### src/rtl/assert_macros.svh
// assertion macros for the rtl modules, used by the queue
`ifndef ASSERT_MACROS_SVH
`define ASSERT_MACROS_SVH

// property checked on every rising clock edge outside reset
`define GTWS_ASSERT(lbl, prop, msg) \
  lbl: assert property (@(posedge clk_i) disable iff (!rst_ni) (prop)) else $error(msg);

// implication checked on every rising clock edge outside reset
`define GTWS_ASSERT_IMP(lbl, pre, post, msg) \
  lbl: assert property (@(posedge clk_i) disable iff (!rst_ni) (pre) |-> (post)) else $error(msg);

`endif

### src/rtl/gtws_pkg.sv
// package: types, constants, tables and sine helper for the gfsk synthesizer
`default_nettype none
package gtws_pkg;

  localparam int unsigned Symbols          = 79;
  localparam int unsigned SamplesPerSymbol = 1920;
  localparam int unsigned FrameLen         = Symbols * SamplesPerSymbol;
  localparam int unsigned RampLen          = SamplesPerSymbol / 8;
  localparam int unsigned FifoDepth        = 4;
  localparam logic [31:0] ToneStepReset    = 32'd357913941;
  localparam logic [13:0] Amplitude        = 14'd12000;

  localparam logic KindLoad   = 1'b0;
  localparam logic KindSample = 1'b1;

  // one queued word
  typedef struct packed {
    logic        kind;
    logic [6:0]  tone_index;
    logic [2:0]  tone_value;
    logic [17:0] sample_index;
  } item_t;

  typedef enum logic [3:0] {
    ST_IDLE, ST_QUO, ST_REM, ST_TADDR, ST_TK, ST_TM, ST_TP, ST_TQ, ST_TE,
    ST_INC, ST_SIN, ST_GA, ST_GB, ST_GC, ST_MUL1, ST_MUL2
  } st_e;

  // gaussian pulse edge, every 1/16 symbol
  function automatic logic [15:0] edge_val(input logic [3:0] k);
    logic [15:0] v;
    case (k)
      4'd0:    v = 16'd16384;
      4'd1:    v = 16'd10439;
      4'd2:    v = 16'd5661;
      4'd3:    v = 16'd2573;
      4'd4:    v = 16'd970;
      4'd5:    v = 16'd301;
      4'd6:    v = 16'd76;
      4'd7:    v = 16'd16;
      4'd8:    v = 16'd3;
      default: v = 16'd0;
    endcase
    return v;
  endfunction

  // quarter-wave sine, q15, 33 points
  function automatic logic [15:0] qsine(input logic [5:0] i);
    logic [15:0] v;
    case (i)
      6'd0:  v = 16'd0;     6'd1:  v = 16'd1608;  6'd2:  v = 16'd3212;
      6'd3:  v = 16'd4808;  6'd4:  v = 16'd6393;  6'd5:  v = 16'd7962;
      6'd6:  v = 16'd9512;  6'd7:  v = 16'd11039; 6'd8:  v = 16'd12540;
      6'd9:  v = 16'd14010; 6'd10: v = 16'd15447; 6'd11: v = 16'd16846;
      6'd12: v = 16'd18205; 6'd13: v = 16'd19520; 6'd14: v = 16'd20788;
      6'd15: v = 16'd22006; 6'd16: v = 16'd23170; 6'd17: v = 16'd24280;
      6'd18: v = 16'd25330; 6'd19: v = 16'd26320; 6'd20: v = 16'd27246;
      6'd21: v = 16'd28106; 6'd22: v = 16'd28899; 6'd23: v = 16'd29622;
      6'd24: v = 16'd30274; 6'd25: v = 16'd30853; 6'd26: v = 16'd31358;
      6'd27: v = 16'd31787; 6'd28: v = 16'd32138; 6'd29: v = 16'd32413;
      6'd30: v = 16'd32610; 6'd31: v = 16'd32729;
      default: v = 16'd32768;
    endcase
    return v;
  endfunction

  // q15 sine of a 16-bit angle, interpolated
  function automatic logic signed [16:0] sine16(input logic [15:0] a);
    logic [14:0] pos;
    logic [5:0]  idx;
    logic [8:0]  fr;
    logic [15:0] lo;
    logic [15:0] hi;
    logic [19:0] prod;
    logic [16:0] v;
    pos = a[14] ? 15'(15'd16384 - {1'b0, a[13:0]}) : {1'b0, a[13:0]};
    idx = pos[14:9];
    fr  = pos[8:0];
    lo  = qsine(idx);
    hi  = qsine(6'(idx + 6'd1));
    prod = 20'(hi - lo) * 20'(fr);
    if (idx >= 6'd32) begin
      v = 17'd32768;
    end else begin
      v = 17'(lo) + 17'(prod >> 9);
    end
    return a[15] ? -$signed(v) : $signed(v);
  endfunction

endpackage
`default_nettype wire

### src/rtl/gtws_fifo.sv
// short word queue between the front and the back
`default_nettype none
`include "assert_macros.svh"
module gtws_fifo (
  input  wire logic            clk_i,
  input  wire logic            rst_ni,
  input  wire logic            push_i,
  input  wire gtws_pkg::item_t push_item_i,
  output logic                 full_o,
  input  wire logic            pop_i,
  output logic                 valid_o,
  output gtws_pkg::item_t      pop_item_o
);

  gtws_pkg::item_t mem_q [gtws_pkg::FifoDepth];
  logic [1:0] wr_ptr_q, wr_ptr_d;
  logic [1:0] rd_ptr_q, rd_ptr_d;
  logic [2:0] count_q, count_d;

  assign full_o     = (count_q == 3'(gtws_pkg::FifoDepth));
  assign valid_o    = (count_q != 3'd0);
  assign pop_item_o = mem_q[rd_ptr_q];

  // pointer and fill count
  always_comb begin
    wr_ptr_d = push_i ? 2'(wr_ptr_q + 2'd1) : wr_ptr_q;
    rd_ptr_d = pop_i  ? 2'(rd_ptr_q + 2'd1) : rd_ptr_q;
    count_d  = 3'(count_q + 3'(push_i) - 3'(pop_i));
  end

  always_ff @(posedge clk_i or negedge rst_ni) begin
    if (!rst_ni) begin
      wr_ptr_q <= '0;
      rd_ptr_q <= '0;
      count_q  <= '0;
    end else begin
      wr_ptr_q <= wr_ptr_d;
      rd_ptr_q <= rd_ptr_d;
      count_q  <= count_d;
    end
  end

  // storage
  always_ff @(posedge clk_i) begin
    if (push_i) begin
      mem_q[wr_ptr_q] <= push_item_i;
    end
  end

  `GTWS_ASSERT(a_count_bound, count_q <= 3'(gtws_pkg::FifoDepth), "queue count overflow")
  `GTWS_ASSERT_IMP(a_no_pop_empty, pop_i, count_q != 3'd0, "pop from empty queue")
  `GTWS_ASSERT_IMP(a_no_push_full, push_i, !full_o, "push into full queue")

endmodule
`default_nettype wire

### src/rtl/gtws_front.sv
// front: accepts input words, drops out-of-range loads, feeds the queue
`default_nettype none
module gtws_front (
  input  wire logic        clk_i,
  input  wire logic        rst_ni,
  input  wire logic        in_valid_i,
  output logic             in_ready_o,
  input  wire logic        kind_i,
  input  wire logic [6:0]  tone_index_i,
  input  wire logic [2:0]  tone_value_i,
  input  wire logic [17:0] sample_index_i,
  input  wire logic        full_i,
  output logic             push_o,
  output gtws_pkg::item_t  push_item_o
);

  logic            valid_q;
  gtws_pkg::item_t item_q;
  logic            accept;
  logic            keep;

  assign push_o      = valid_q && !full_i;
  assign push_item_o = item_q;
  assign in_ready_o  = !valid_q || !full_i;
  assign accept      = in_valid_i && in_ready_o;

  // loads beyond the frame are dropped here
  assign keep = (kind_i == gtws_pkg::KindSample) ||
                (tone_index_i < 7'(gtws_pkg::Symbols));

  always_ff @(posedge clk_i or negedge rst_ni) begin
    if (!rst_ni) begin
      valid_q <= 1'b0;
    end else if (accept) begin
      valid_q <= keep;
    end else if (push_o) begin
      valid_q <= 1'b0;
    end
  end

  always_ff @(posedge clk_i) begin
    if (accept) begin
      item_q.kind         <= kind_i;
      item_q.tone_index   <= tone_index_i;
      item_q.tone_value   <= tone_value_i;
      item_q.sample_index <= sample_index_i;
    end
  end

endmodule
`default_nettype wire

### src/rtl/gtws_back.sv
// back: tone store, pulse-sum sequencer, phase, sine, ramp and output register
`default_nettype none
module gtws_back (
  input  wire logic            clk_i,
  input  wire logic            rst_ni,
  input  wire logic            tone_step_we_i,
  input  wire logic [31:0]     tone_step_i,
  input  wire logic            valid_i,
  input  wire gtws_pkg::item_t item_i,
  output logic                 pop_o,
  output logic                 out_valid_o,
  input  wire logic            out_ready_i,
  output logic signed [14:0]   audio_sample_o
);

  gtws_pkg::st_e state_q, state_d;
  logic [2:0]  j_q;
  logic [31:0] tone_step_q;
  logic [31:0] phase_q;
  logic        out_valid_q;
  logic signed [14:0] audio_q;

  logic [2:0]  tone_mem [gtws_pkg::Symbols];
  logic [2:0]  rd_q;

  logic [17:0] si_q;
  logic [7:0]  q_q;
  logic [10:0] rem_q;
  logic [11:0] w_q;
  logic        inner_q;
  logic [5:0]  k_q;
  logic [6:0]  m_q;
  logic [15:0] tabk_q;
  logic [12:0] diff_q;
  logic [19:0] prod_q;
  logic [13:0] qv_q;
  logic [20:0] acc_q;
  logic [19:0] r_q;
  logic signed [16:0] sn_q;
  logic [7:0]  ridx_q;
  logic [15:0] ang_q;
  logic [15:0] smag_q;
  logic [15:0] gain_q;
  logic [16:0] svmag_q;
  logic        svneg_q;

  logic [18:0] shaped;
  logic        t_valid;
  logic [6:0]  t_sym;
  logic [13:0] t_p;
  logic [13:0] twice_p;
  logic [12:0] d_c;
  logic        last_term;
  logic        out_free;
  logic        is_load;

  assign shaped    = 19'(19'(si_q) + 19'(gtws_pkg::SamplesPerSymbol));
  assign last_term = (j_q == 3'd4);
  assign out_free  = !out_valid_q || out_ready_i;
  assign is_load   = (item_i.kind == gtws_pkg::KindLoad);
  assign out_valid_o    = out_valid_q;
  assign audio_sample_o = audio_q;

  // selection of the current pulse term
  always_comb begin
    t_valid = 1'b0;
    t_sym   = '0;
    t_p     = '0;
    case (j_q)
      3'd0, 3'd1, 3'd2: begin
        t_valid = (q_q >= 8'(j_q)) && (8'(q_q - 8'(j_q)) < 8'(gtws_pkg::Symbols));
        t_sym   = 7'(q_q - 8'(j_q));
        t_p     = 14'(14'(rem_q) + 14'(j_q) * 14'(gtws_pkg::SamplesPerSymbol));
      end
      3'd3: begin
        t_valid = shaped < 19'(2 * gtws_pkg::SamplesPerSymbol);
        t_sym   = 7'd0;
        t_p     = 14'(shaped + 19'(gtws_pkg::SamplesPerSymbol));
      end
      3'd4: begin
        // the pulse is zero past its three-symbol span
        t_valid = (shaped >= 19'(gtws_pkg::FrameLen)) &&
                  (shaped < 19'(gtws_pkg::FrameLen + 3 * gtws_pkg::SamplesPerSymbol));
        t_sym   = 7'(gtws_pkg::Symbols - 1);
        t_p     = 14'(shaped - 19'(gtws_pkg::FrameLen));
      end
      default: begin
        t_valid = 1'b0;
      end
    endcase
    twice_p = 14'(t_p << 1);
    d_c = (twice_p >= 14'(3 * gtws_pkg::SamplesPerSymbol))
        ? 13'(twice_p - 14'(3 * gtws_pkg::SamplesPerSymbol))
        : 13'(14'(3 * gtws_pkg::SamplesPerSymbol) - twice_p);
  end

  // next state
  always_comb begin
    state_d = state_q;
    pop_o   = 1'b0;
    case (state_q)
      gtws_pkg::ST_IDLE: begin
        if (valid_i) begin
          pop_o = 1'b1;
          if (!is_load) begin
            state_d = gtws_pkg::ST_QUO;
          end
        end
      end
      gtws_pkg::ST_QUO:   state_d = gtws_pkg::ST_REM;
      gtws_pkg::ST_REM:   state_d = gtws_pkg::ST_TADDR;
      gtws_pkg::ST_TADDR: begin
        if (t_valid) begin
          state_d = gtws_pkg::ST_TK;
        end else if (last_term) begin
          state_d = gtws_pkg::ST_INC;
        end
      end
      gtws_pkg::ST_TK:    state_d = gtws_pkg::ST_TM;
      gtws_pkg::ST_TM:    state_d = gtws_pkg::ST_TP;
      gtws_pkg::ST_TP:    state_d = gtws_pkg::ST_TQ;
      gtws_pkg::ST_TQ:    state_d = gtws_pkg::ST_TE;
      gtws_pkg::ST_TE:    state_d = last_term ? gtws_pkg::ST_INC : gtws_pkg::ST_TADDR;
      gtws_pkg::ST_INC:   state_d = gtws_pkg::ST_SIN;
      gtws_pkg::ST_SIN: begin
        if (si_q < 18'(gtws_pkg::RampLen) ||
            (si_q >= 18'(gtws_pkg::FrameLen - gtws_pkg::RampLen) &&
             si_q < 18'(gtws_pkg::FrameLen))) begin
          state_d = gtws_pkg::ST_GA;
        end else begin
          state_d = gtws_pkg::ST_MUL1;
        end
      end
      gtws_pkg::ST_GA:    state_d = gtws_pkg::ST_GB;
      gtws_pkg::ST_GB:    state_d = gtws_pkg::ST_GC;
      gtws_pkg::ST_GC:    state_d = gtws_pkg::ST_MUL1;
      gtws_pkg::ST_MUL1:  state_d = gtws_pkg::ST_MUL2;
      gtws_pkg::ST_MUL2: begin
        if (out_free) begin
          state_d = gtws_pkg::ST_IDLE;
        end
      end
      default: state_d = gtws_pkg::ST_IDLE;
    endcase
  end

  // control registers
  always_ff @(posedge clk_i or negedge rst_ni) begin
    if (!rst_ni) begin
      state_q     <= gtws_pkg::ST_IDLE;
      j_q         <= '0;
      tone_step_q <= gtws_pkg::ToneStepReset;
      phase_q     <= '0;
      out_valid_q <= 1'b0;
    end else begin
      state_q <= state_d;
      if (tone_step_we_i) begin
        tone_step_q <= tone_step_i;
      end
      if (state_q == gtws_pkg::ST_QUO) begin
        j_q <= '0;
        if (si_q == 18'd0) begin
          phase_q <= '0;
        end
      end
      if ((state_q == gtws_pkg::ST_TADDR && !t_valid && !last_term) ||
          (state_q == gtws_pkg::ST_TE && !last_term)) begin
        j_q <= 3'(j_q + 3'd1);
      end
      // phase advance: base step plus pulse sum scaled by 2^10/15
      if (state_q == gtws_pkg::ST_SIN) begin
        phase_q <= 32'(phase_q + tone_step_q + 32'(acc_q) * 32'd68 + 32'(r_q));
      end
      if (state_q == gtws_pkg::ST_MUL2 && out_free) begin
        out_valid_q <= 1'b1;
      end else if (out_ready_i) begin
        out_valid_q <= 1'b0;
      end
    end
  end

  // tone store
  always_ff @(posedge clk_i) begin
    if (state_q == gtws_pkg::ST_IDLE && valid_i && is_load) begin
      tone_mem[item_i.tone_index] <= item_i.tone_value;
    end
    if (state_q == gtws_pkg::ST_TADDR) begin
      rd_q <= tone_mem[t_sym];
    end
  end

  // datapath registers
  always_ff @(posedge clk_i) begin
    case (state_q)
      gtws_pkg::ST_IDLE: begin
        si_q  <= item_i.sample_index;
        acc_q <= '0;
      end
      gtws_pkg::ST_QUO: begin
        q_q <= 8'((24'(shaped[18:7]) * 24'd4370) >> 16);
      end
      gtws_pkg::ST_REM: begin
        rem_q <= 11'(shaped - 19'(q_q) * 19'(gtws_pkg::SamplesPerSymbol));
      end
      gtws_pkg::ST_TADDR: begin
        inner_q <= d_c < 13'(gtws_pkg::SamplesPerSymbol);
        w_q <= (d_c < 13'(gtws_pkg::SamplesPerSymbol))
             ? 12'(13'(gtws_pkg::SamplesPerSymbol) - d_c)
             : 12'(d_c - 13'(gtws_pkg::SamplesPerSymbol));
      end
      gtws_pkg::ST_TK: begin
        k_q <= 6'((22'(w_q[11:3]) * 22'd4370) >> 16);
      end
      gtws_pkg::ST_TM: begin
        m_q <= 7'(w_q - 12'(k_q) * 12'd120);
        if (k_q < 6'd9) begin
          tabk_q <= gtws_pkg::edge_val(k_q[3:0]);
          diff_q <= 13'(gtws_pkg::edge_val(k_q[3:0]) -
                        gtws_pkg::edge_val(4'(k_q[3:0] + 4'd1)));
        end else begin
          tabk_q <= '0;
          diff_q <= '0;
        end
      end
      gtws_pkg::ST_TP: begin
        prod_q <= 20'(diff_q) * 20'(m_q);
      end
      gtws_pkg::ST_TQ: begin
        qv_q <= 14'((34'(prod_q[19:3]) * 34'd69906) >> 20);
      end
      gtws_pkg::ST_TE: begin
        acc_q <= 21'(acc_q + 21'(rd_q) * (inner_q
                 ? 21'(21'd32768 - 21'(tabk_q - 16'(qv_q)))
                 : 21'(tabk_q - 16'(qv_q))));
      end
      gtws_pkg::ST_INC: begin
        r_q <= 20'((48'({acc_q, 2'b00}) * 48'd17895698) >> 28);
      end
      gtws_pkg::ST_SIN: begin
        sn_q <= gtws_pkg::sine16(phase_q[31:16]);
        ridx_q <= (si_q < 18'(gtws_pkg::RampLen))
                ? 8'(si_q)
                : 8'(18'(gtws_pkg::FrameLen - 1) - si_q);
        gain_q <= (si_q >= 18'(gtws_pkg::FrameLen)) ? 16'd0 : 16'd32768;
      end
      gtws_pkg::ST_GA: begin
        // ramp angle i*16384/(samples per symbol / 8) = i*68 + i*4/15
        ang_q <= 16'(16'(ridx_q) * 16'd68 +
                 16'((24'({ridx_q, 2'b00}) * 24'd4370) >> 16));
      end
      gtws_pkg::ST_GB: begin
        smag_q <= 16'(gtws_pkg::sine16(ang_q));
      end
      gtws_pkg::ST_GC: begin
        gain_q <= 16'((32'(smag_q) * 32'(smag_q)) >> 15);
      end
      gtws_pkg::ST_MUL1: begin
        svneg_q <= sn_q[16];
        svmag_q <= 17'((32'(sn_q[16] ? 17'(-sn_q) : 17'(sn_q)) * 32'(gain_q)) >> 15);
      end
      gtws_pkg::ST_MUL2: begin
        if (out_free) begin
          audio_q <= svneg_q
                   ? -$signed(15'((31'(svmag_q) * 31'(gtws_pkg::Amplitude)) >> 15))
                   :  $signed(15'((31'(svmag_q) * 31'(gtws_pkg::Amplitude)) >> 15));
        end
      end
      default: begin
        si_q <= si_q;
      end
    endcase
  end

endmodule
`default_nettype wire

### src/rtl/gfsk_tone_waveform_synth_core.sv
// gfsk tone synthesizer top level: front, word queue and back
// a load word passes the front register and the queue and is written to the tone store; a
// sample word also passes the back states QUO, REM, per pulse term TADDR and, if active, TK,
// TM, TP, TQ, TE, then INC, SIN, GA, GB, GC in the ramps, and MUL1 and MUL2, which waits
// for a free output; the back walks each sample's pulse terms through one datapath in turn
// reset clears control, the phase and the queue and loads tone_step; the store is not cleared
`default_nettype none
module gfsk_tone_waveform_synth_core (
  input  wire logic        clk_i,
  input  wire logic        rst_ni,
  input  wire logic        tone_step_we_i,
  input  wire logic [31:0] tone_step_i,
  input  wire logic        in_valid_i,
  output logic             in_ready_o,
  input  wire logic        kind_i,
  input  wire logic [6:0]  tone_index_i,
  input  wire logic [2:0]  tone_value_i,
  input  wire logic [17:0] sample_index_i,
  output logic             out_valid_o,
  input  wire logic        out_ready_i,
  output logic signed [14:0] audio_sample_o
);

  logic            push;
  logic            full;
  logic            pop;
  logic            q_valid;
  gtws_pkg::item_t push_item;
  gtws_pkg::item_t pop_item;

  // front
  gtws_front u_front (
    .clk_i          (clk_i),
    .rst_ni         (rst_ni),
    .in_valid_i     (in_valid_i),
    .in_ready_o     (in_ready_o),
    .kind_i         (kind_i),
    .tone_index_i   (tone_index_i),
    .tone_value_i   (tone_value_i),
    .sample_index_i (sample_index_i),
    .full_i         (full),
    .push_o         (push),
    .push_item_o    (push_item)
  );

  // queue
  gtws_fifo u_fifo (
    .clk_i       (clk_i),
    .rst_ni      (rst_ni),
    .push_i      (push),
    .push_item_i (push_item),
    .full_o      (full),
    .pop_i       (pop),
    .valid_o     (q_valid),
    .pop_item_o  (pop_item)
  );

  // back
  gtws_back u_back (
    .clk_i          (clk_i),
    .rst_ni         (rst_ni),
    .tone_step_we_i (tone_step_we_i),
    .tone_step_i    (tone_step_i),
    .valid_i        (q_valid),
    .item_i         (pop_item),
    .pop_o          (pop),
    .out_valid_o    (out_valid_o),
    .out_ready_i    (out_ready_i),
    .audio_sample_o (audio_sample_o)
  );

endmodule
`default_nettype wire
### config.mk
export PLATFORM = sky130hd
export DESIGN_NAME = gfsk_tone_waveform_synth_core
export DESIGN_NICKNAME = d
export VERILOG_FILES = /design/src/rtl/gtws_pkg.sv /design/src/rtl/gtws_fifo.sv /design/src/rtl/gtws_front.sv /design/src/rtl/gtws_back.sv /design/src/rtl/gfsk_tone_waveform_synth_core.sv
export VERILOG_INCLUDE_DIRS = /design/src /design/src/rtl
export SDC_FILE = /design/constraint.sdc
export NUM_CORES = 2
export LEC_CHECK = 0
export CORE_UTILIZATION = 65
export DETAILED_ROUTE_END_ITERATION = 8
export DONT_BUFFER_PORTS = 1
export PLACE_DENSITY = 0.78
export SLEW_MARGIN = 25
export SYNTH_ARGS = -nofsm -noshare
export SYNTH_HDL_FRONTEND = slang
export SYNTH_SLANG_ARGS = --single-unit
### constraint.sdc
create_clock -name clk_i -period 21 [get_ports clk_i]
set_input_delay 1.05 -clock clk_i [delete_from_list [all_inputs] [get_ports clk_i]]
set_output_delay 1.05 -clock clk_i [all_outputs]
set_load 0.05 [all_outputs]
==> impl_metrics.csv <==
group,metric,value,unit
status,outcome,"finished, final reports clean",
clocking,post_cts_resized,0,
grt,grt.total_usage,29.5,%
logic_synthesis,synth-seq-cells,743,
setup_path,r2r_slack,6.92,ns
route,drt_pass1_iterations,9,
logic_synthesis,seq_area_frac_synth,26.4,%
clocking,clock_path_buffers,3,
logic_synthesis,netlist.area_leader.share,23.6,%
placement,hpwl,140000,um
setup_path,cpMostUsedCell,"inv_1",
clocking,insertion_delay,0.72,ns
route,vias,58313,
route,wl_per_cell,18.9,um
logic_synthesis,synth-adder-area-share,36.9,%
setup_path,critPathSlowestCell,"ha_1",
placement,portBuffers,0,
logic_synthesis,synthTopCellsByCount,"inv_1, ha_1, fa_1, nand2_1, edfxtp_1",
setup_path,critPathTopFamily,"adder cells",
route,wirelength,185000,um
timing,fin_worst_skew,0.0556,ns
logic_synthesis,synth_area,82700,um2
placement,dpl_worst_slack,7.15,ns
logic_synthesis,yosysTopAreaCell,"edfxtp_1",
clocking,cts.htree.levels,3,
floorplan,dieHeight,359,um
logic_synthesis,syn_avg_cell_area,10.1,um2
route,ant_nets,0,
grt,grt_pass1_wl,305000,um
floorplan,design.core.area,126000,um2
setup_path,cp-end-kind,"register",
setup_path,critPathMaxFanout,30,
timing,setup_viol,0,
floorplan,io_pins,83,
clocking,cts_sinks,743,
placement,routabilityCongestion,0.932,
timing,report.final.hold_viol_count,0,
grt,grt-ovfl-total,0,
clocking,cts_tree,"done",
timing,maxSlewViolCount,0,
logic_synthesis,ys.flop_type,"edfxtp_1",
clocking,cts-root-buf,"clkbuf_16",
min_path,hp-class,"primary input to async pin",
finish,synthToLayoutAreaGrowth,5.55,%
setup_path,start_kind,"register",
timing,rsz0062_at_grt,"no",
logic_synthesis,synthArstFlopShare,10.8,%
logic_synthesis,synth_cells,8154,
logic_synthesis,synth_mux_area_share,3.12,%
timing,worstMarginPinSlew,1.08,ns
logic_synthesis,synth_edf_count,651,
timing,finalCritPeriodShare,67.1,%
finish,final_nets,10017,
clocking,clk_pin_slew,0.06,ns
timing,fin_tns_setup,0,ns
grt,grt_max_degree,80,
finish,final_layout_size_suffix_gt1_share,5.54,%
setup_path,r2r-end,"u_back.sn_q[16]",
setup_path,required,21.43,ns
timing,worst_slack,6.92,ns
route,drtIter0Drc,4455,
setup_path,worstPathArrival,14.52,ns
timing,fmax,71.0,MHz
floorplan,initial_utilization,65.7,%
grt,antenna_found_initial,0,
logic_synthesis,synth_top_family_by_area,"adder cells",
job,max-cap-violations,0,
logic_synthesis,synth_most_common_cell,"inv_1",
finish,antenna-diode-count,0,
setup_path,criticalPathCategory,"register to register",
floorplan,die_w,359,um
setup_path,cp_slowest_stage_delay,0.88,ns
logic_synthesis,synth.distinct_cells,108,
logic_synthesis,synthSimpleGateAreaFrac,12.6,%
logic_synthesis,yosysWarnings,0,
logic_synthesis,synth_compound_gate_area_share,8.68,%
setup_path,r2r_cells,48,
logic_synthesis,mappedNetlistNets,10100,
route,drc_errors,0,
route,via_per_inst,5.96,
grt,grt_pass1_vias,60781,
clocking,numCtsBuffers,82,
setup_path,crit_cells,48,
setup_path,cp_num_buf_inv,7,
setup_path,regToRegStartpoint,"u_back.phase_q[16]",
floorplan,dieArea,129000,um2
logic_synthesis,synth_xor_area_share,4.95,%
logic_synthesis,yosys-top-cells-area,"edfxtp_1, fa_1, ha_1",
timing,period_needed,14.08,ns
floorplan,rows,130,
timing,max_slew_margin,27.7,%
[state kept, by name (all words and copies together) (netlist names), 8 cells and up, named ones only]
signal and count:
u_back.diff_q 13, u_back.rem_q 11, u_back.qv_q 14, u_back.acc_q 21
u_front.push_item_o 29, u_back.r_q 20, u_back.tabk_q 14, u_back.sn_q 17
u_back.prod_q 17, u_back.q_q 8, u_back.ang_q 16, u_back.tone_mem 237
u_back.tone_step_q 32, u_back.si_q 18, u_back.ridx_q 8, u_back.smag_q 16
u_back.gain_q 16, u_back.w_q 11, u_back.svmag_q 17, u_back.audio_sample_o 15
u_fifo.mem_q 116, u_back.phase_q 32
[metrics by stage]
| step | hold slack [ns] | std cells | cell area [um2] | util [%] |
|---|---|---|---|---|
| 2_1_floorplan | 0.400 | 8154 | 82700 | - |
| 3_3_place_gp | 0.445 | 9635 | 84500 | 67.1 |
| 3_5_place_dp | 0.448 | 9635 | 84500 | 67.2 |
| 4_1_cts | 0.000332 | 9790 | 87300 | 69.3 |
| 5_1_grt | 0.0168 | 9790 | 87300 | 69.3 |
| 6_report | 0.0496 | 9790 | 87300 | 69.3 |
[logic make-up (layout without fill, tap and decap cells)]
| family | after synthesis | after routing |
|---|---|---|
| adder cells (fa/ha/maj) | 1882 | 1882 |
| AO/OA/AOI/OAI | 1088 | 1088 |
| other | 1 | 1 |
| XOR/XNOR | 461 | 461 |
| AND/OR/NAND/NOR | 2228 | 2228 |
| buffers and inverters | 1608 | 1594 |
| multiplexers | 143 | 143 |
| flip-flops | 743 | 743 |
[worst max path at each step]
stage	from	end	slack, ns
finish	u_back.phase_q[16]	u_back.sn_q[16]	6.92
global route	u_back.phase_q[16]	u_back.sn_q[15]	5.68
CTS	u_back.phase_q[16]	u_back.sn_q[16]	7.07
detailed placement	u_back.phase_q[16]	u_back.sn_q[16]	7.15
global placement	u_back.phase_q[16]	u_back.sn_q[16]	7.50
floorplan	u_back.phase_q[16]	u_back.sn_q[16]	9.28
[layer usage]
metal  vias to the layer above  track usage (%)  share of wire, %
li1                      26967                -                 -
met1                     28828             38.7                41
met2                      2081             50.5                50
met3                       437             4.04               6.4
met4                         0             10.0               3.1
met5                         -                0                 0
[area by class of cell]
type	count	area, um2
repair buffers	72	546
multi-input cells	5803	55000
clock inverters	42	479
inverters	1369	5140
well taps	1650	2060
flip-flops and latches	743	21800
clock buffers	111	2240
fillers	9260	38600
[worst reg2reg max path, delay by kind of cell, from the launching register on]
family          cells  cell delay [ns]
buf+inv             7             1.48
compound gates     14             3.95
fa+ha+maj           9             4.21
xor+xnor            5             1.40
simple gates       13             2.25
flops               1             0.57
[what timing repair did]
action | 4_1_cts | 5_1_grt
hold endpoints to repair | 7 | 0
setup buffers | 0 | 0
hold buffers | 2 | 0
[cells in the final DEF (no fill, tap or decap), types with 70 or more instances in the layout]
cell type     n
nand2b_1    114
nor2_1      558
xor2_1      159
ha_1        947
edfxtp_1    651
o21ai_0     231
buf_4        70
a21o_1       86
nor2b_1      76
fa_1        933
inv_1      1362
a21oi_1     261
and2_1      180
nand3_1      93
nor3_1      143
clkbuf_16    82
mux4_2       88
nand2_1     792
xnor2_1     284
Power is not shown: default switching activity piles up to over one toggle a cycle in this logic, so the estimate is an artifact.
